File: src/mi3_pkg.sv
// Shared constants and index tables for the 3x3 matrix inverse block.
package mi3_pkg;

    localparam int ELEM_WIDTH = 16;
    localparam int FRAC_BITS  = 12;
    localparam int INV_WIDTH  = 32;
    localparam int FIFO_DEPTH = 8;
    localparam int FRONT_LAT  = 4;

    // Cofactor k = m[a]*m[b] - m[c]*m[d], elements indexed row*3+col.
    localparam int CF_IDX [9][4] = '{
        '{4, 8, 5, 7},
        '{2, 7, 1, 8},
        '{1, 5, 2, 4},
        '{5, 6, 3, 8},
        '{0, 8, 2, 6},
        '{2, 3, 0, 5},
        '{3, 7, 4, 6},
        '{1, 6, 0, 7},
        '{0, 4, 1, 3}
    };

    // Cofactors used to expand the determinant along row 0.
    localparam int DET_COF [3] = '{0, 3, 6};

    typedef struct packed {
        logic [FRONT_LAT-1:0] stage_vld;
    } t_front_stat;

endpackage

File: src/mi3_queue.sv
// Small FIFO between the front pipeline and the divider.
module mi3_queue #(
    parameter int QW    = 8,
    parameter int DEPTH = mi3_pkg::FIFO_DEPTH
) (
    input  logic                         i_clk,
    input  logic                         i_rst_n,
    input  logic                         i_push,
    input  logic [QW-1:0]                i_data,
    input  logic                         i_pop,
    output logic                         o_vld,
    output logic [QW-1:0]                o_data,
    output logic [$clog2(DEPTH+1)-1:0]   o_count
);
    localparam int AW = $clog2(DEPTH);
    localparam int CNW = $clog2(DEPTH+1);

    logic [QW-1:0]  r_mem [DEPTH];
    logic [AW-1:0]  r_wr;
    logic [AW-1:0]  r_rd;
    logic [CNW-1:0] r_cnt;
    logic           w_pop;

    assign w_pop = i_pop && (r_cnt != '0);

    always_ff @(posedge i_clk) begin
        if (!i_rst_n) begin
            r_wr  <= '0;
            r_rd  <= '0;
            r_cnt <= '0;
        end else begin
            if (i_push) r_wr <= r_wr + AW'(1);
            if (w_pop)  r_rd <= r_rd + AW'(1);
            r_cnt <= r_cnt + CNW'(i_push) - CNW'(w_pop);
        end
    end

    always_ff @(posedge i_clk) begin
        if (i_push) r_mem[r_wr] <= i_data;
    end

    assign o_vld   = (r_cnt != '0);
    assign o_data  = r_mem[r_rd];
    assign o_count = r_cnt;

endmodule

File: config.mk
export PLATFORM = sky130hd
export DESIGN_NAME = mi3_queue
export DESIGN_NICKNAME = d
export VERILOG_FILES = /design/src/mi3_pkg.sv /design/src/mi3_queue.sv
export SDC_FILE = /design/constraint.sdc
export NUM_CORES = 1
export LEC_CHECK = 0
export BUFFER_PORTS_ARGS = -buffer_cell sky130_fd_sc_hd__buf_2
export CORE_MARGIN = 2
export CORE_UTILIZATION = 30
export CTS_CLUSTER_SIZE = 20
export DETAILED_ROUTE_END_ITERATION = 8
export GPL_TIMING_DRIVEN = 0
export HOLD_SLACK_MARGIN = 0.08
export SLEW_MARGIN = 10
export SYNTH_ARGS = -nofsm -noshare
export SYNTH_HDL_FRONTEND = slang
export SYNTH_SLANG_ARGS = --single-unit
File: constraint.sdc
create_clock -name i_clk -period 2.65 [get_ports i_clk]
set_input_delay 0.53 -clock i_clk [delete_from_list [all_inputs] [get_ports i_clk]]
set_output_delay 0.53 -clock i_clk [all_outputs]
set_load 0.02 [all_outputs]
# [After elaboration in Yosys (flattened, before gate mapping)]
# Memories as Yosys holds them, arrays and structs flattened. A register that Yosys moved wholly into a read port is not among the register bits.
# Index checks and enable logic that the tools add are counted.
[totals] ram_bits=64 reg_bits=10 input_bits=12 n_memories=1
[mem_list] name="r_mem" words=8 width=8 read_ports=1 rd_ports_with_merged_regs=1 write_ports=1 line_no="mi3_queue.sv:18" text="logic [QW-1:0] r_mem [DEPTH];"
[classes] n_mux=4 n_addsub=4 n_reduce_logical=2
[ops] op="$add A3 B1 Y3 const B" n=2
[ops] op="$mux W3" n=2
[ops] op="$add A4 B1 Y4" n=1
[ops] op="$reduce_bool A4 Y1" n=1
[ops] op="$sub A4 B1 Y4" n=1
[ops] op="$mux W1" n=2
[ops] op="$logic_and A1 B1 Y1" n=1

# [Depth between registers and ports, before layout]
[depth] word_depth=4 mapped_depth=10 ltp_nobuf=10

# [Least setup slack after synthesis]
# No wires, ideal clock.
[synth_timing] path_type="register -> register" startpoint="reg r_cnt[2] (netlist: o_count[2])" endpoint="reg r_cnt[3] (netlist: o_count[3])" setup_time_ns=0.072 slack_ns=0.357 period_less_slack_ns=2.293 t_arrival_ns=2.221 path_buffers=0 path_stages_with_launch=10 path_cell_list="dfxtp_1 > inv_1 > ha_1 > or3b_2 > nand2_1 > or2_2 > ha_1 > a21o_1 > a21oi_1 > mux2i_1"
[synth_via] elab_chain_cells=3 word_cells_on_any_way=4
[synth_lines] element="start: declaration" line_no="mi3_queue.sv:21" text="logic [CNW-1:0] r_cnt;"
[synth_lines] element="start signal: assignment" line_no="mi3_queue.sv:34" text="r_cnt <= r_cnt + CNW'(i_push) - CNW'(w_pop);"
[synth_lines] element="$reduce_bool A4 Y1"
[synth_lines] element="via o_vld" line_no="mi3_queue.sv:11" text="output logic o_vld,"
[synth_lines] element="$logic_and A1 B1 Y1" line_no="mi3_queue.sv:24" text="assign w_pop = i_pop && (r_cnt != '0);"
[synth_lines] element="$sub A4 B1 Y4" line_no="mi3_queue.sv:34"
# The timed path passes the listed nets, and every way through them passes these cells.
# A chain may end at the register's enable or synchronous reset.

==> reports/results.ini <==
[sta]
slew_headroom_pct = 37.8
hold_viol = 0
clock_skew_ps = 9.92
fmax_ghz = 0.398
setup_viol = 0
rsz0062_at_grt = no
fin_crit_sh_pct = 94.9
worst_pin_slew_ps = 930
drv_slew = 0
tns_ps = 0
min_period_ps = 2510

[clock_tree]
path_clk_slew_ps = 70
post_cts_buffers = 0
root_buffer = clkbuf_8
worstSkewPairLatency_ps = 340
clock_path_buffers = 2
clock-sinks = 77
cts_buffers = 9
htree_levels = 3
tritoncts = yes
ctsHoldBuffers = 0

[critical_path]
worst-setup-path-type = reg -> out
r2r-start = o_count[2]$_SDFF_PN0_
r2r_cells = 9
start_kind = flop
cp_data_arrival_time_ps = 1980
endpoint_kind = output pin
reg2reg_to = o_count[1]$_SDFF_PN0_
worstPathRequired_ps = 2120
cp_max_fo = 10
r2r_slack_ps = 360

[layout]
finalNonFillerCells = 339
drive_gt1_share_pct = 26.1
antenna_cells = 0
final_area_sq_um = 3640
syn_to_final_growth_pct = 16.1
final_cell_mix = 64 x edfxtp_1, 24 x buf_2, 15 x mux4_1, 13 x dfxtp_1
final_common_cell = edfxtp_1
final_nets = 218

[power_and_ir_drop]
pwr-share-comb_pct = 22.0
p_clk_share_pct = 30.8
p_sw_mw = 0.787
power.total_mw = 3.01
p_sw_share_pct = 26.2
p_per_area_nw_per_um2 = 825
p_int_mw = 2.22
leakagePower_nw = 1.28
ir_drop_uv = 398
seqPwrFrac_pct = 47.3

[synthesis]
synth_nets = 184
synthDistinctLibCells = 27
yosysSeqAreaShare_pct = 69.5
ys_warn_count = 0
avgSynthCellArea_sq_um = 19.0
synth.cell_area_sq_um = 3140
post_synth_inst_count = 165
synth-seq-cells = 77

[routing]
drtPass1Iterations = 4
drc = 0
ant_nets = 0
vias = 1499
drt_wl_total_um = 5530
vias_per_cell = 4.42
wire_per_inst_um = 16.3
drtIter0Drc = 70

[place]
place_area_sq_um = 3440
io_buffer_count = 24
place_inst = 325
place.gp.congestion = 0.630
hpwlAfterDp_um = 3600

[floorplan]
dieArea_sq_um = 11300
die-width_um = 106
core_region_area_sq_um = 10200
initial_utilization_pct = 30.7
design.portCount = 25
dieHeight_um = 106
rows = 37

[min_path]
whs_path_depth = 1
hold_path_end = r_mem[5][6]$_DFFE_PP_
min_path_type = in -> reg
hold_start = i_data[6]

[global_routing]
overflow = 0
gr-usage-all-layers_pct = 10.7
grt_pass1_vias = 1619
antenna_found_initial = 0
grt_max_degree = 13
grt_pass1_wl_um = 8750

[run_status]
status = finished clean

[flow_run]
maxCapViolCount = 0

-- worst max path at each step --
stage / startpoint / endpoint / slack (ps)
floorplan: o_count[2]$_SDFF_PN0_ / o_count[3]$_SDFF_PN0_ / 360
global placement: i_push / r_mem[4][6]$_DFFE_PP_ / 290
detailed placement: flop / o_data[2] / 220
CTS: flop / o_data[2] / 20
global route: flop / o_data[2] / 30
finish: flop / o_data[2] / 140
-- routing by layer --
layer	wire, um	part of all wire [%]	vias to the layer above	global-route usage (%)
li1	-	-	715	-
met1	2530	46	753	13.1
met2	2730	49	27	18.0
met3	219	4.0	4	4.17
met4	43	0.78	0	2.54
met5	0	0	-	0
-- through the flow --
stage	setup slack, ps	hold slack, ps	util [%]
2_1_floorplan	357	456	-
3_3_place_gp	292	466	33.5
3_5_place_dp	223	481	33.6
4_1_cts	22.9	446	35.6
5_1_grt	34.5	451	35.6
6_report	135	465	35.6
-- power by group through the flow --
stage / Combinational (mW) / Clock [mW] / Sequential [mW]
finish: 0.661 / 0.926 / 1.42
global route: 0.733 / 0.993 / 1.43
CTS: 0.679 / 0.945 / 1.42
detailed placement: 0.678 / 0 / 1.45
global placement: 0.661 / 0 / 1.45
floorplan: 0.465 / 0 / 1.47
-- synth_stat cells (all sizes together) --
cell | number | area share, %
and2 | 4 | 0.80
buf | 4 | 1.3
mux2 | 8 | 2.9
or3b | 1 | 0.28
dfxtp | 13 | 8.3
nor3 | 2 | 0.32
mux2i | 9 | 2.9
nand3 | 1 | 0.16
inv | 4 | 0.48
nand2b | 6 | 1.2
mux4 | 16 | 13
fa | 1 | 0.64
nand2 | 9 | 1.1
a21oi | 1 | 0.16
or2 | 1 | 0.20
nor2b | 2 | 0.40
nor2 | 7 | 0.84
a21o | 1 | 0.24
xor2 | 1 | 0.28
ha | 6 | 2.4
clkbuf | 2 | 0.24
xnor2 | 2 | 0.56
edfxtp | 64 | 61
-- sequential cells by signal, summed over array words and instances (netlist names), named ones only --
| signal | count |
|---|---|
| r_mem | 64 |
| o_count | 4 |
| r_wr | 3 |
| r_rd | 3 |
-- final cells by class --
type / count / area [sq um]
plain buffers: 5 / 46.3
clock buffers: 11 / 131
clock inverters: 4 / 73.8
fillers: 979 / 6590
inverters: 4 / 15.0
multi-input cells: 78 / 906
flip-flops and latches: 77 / 2180
well taps: 136 / 170
repair buffers: 24 / 120
-- critical path, cell delays in order (launching register included) --
cell     delay, ps
dfxtp_1        330
buf_6          160
buf_12         160
mux4_1         550
mux2_2         290
buf_2          160
-- kinds of logic after synthesis --
family	Yosys count	share of synthesized area (%)
fa+ha+maj	7	3.03
simple gates	33	5.26
xor+xnor	3	0.837
buf+inv	10	1.99
mux	33	19.0
flops	77	69.5
compound gates	2	0.398
-- timing repair --
item	4_1_cts	5_1_grt
resized for setup	0	1
cloned	0	0
endpoints found under the setup margin	8	5
Note: power is estimated with default switching activity, not from simulation.
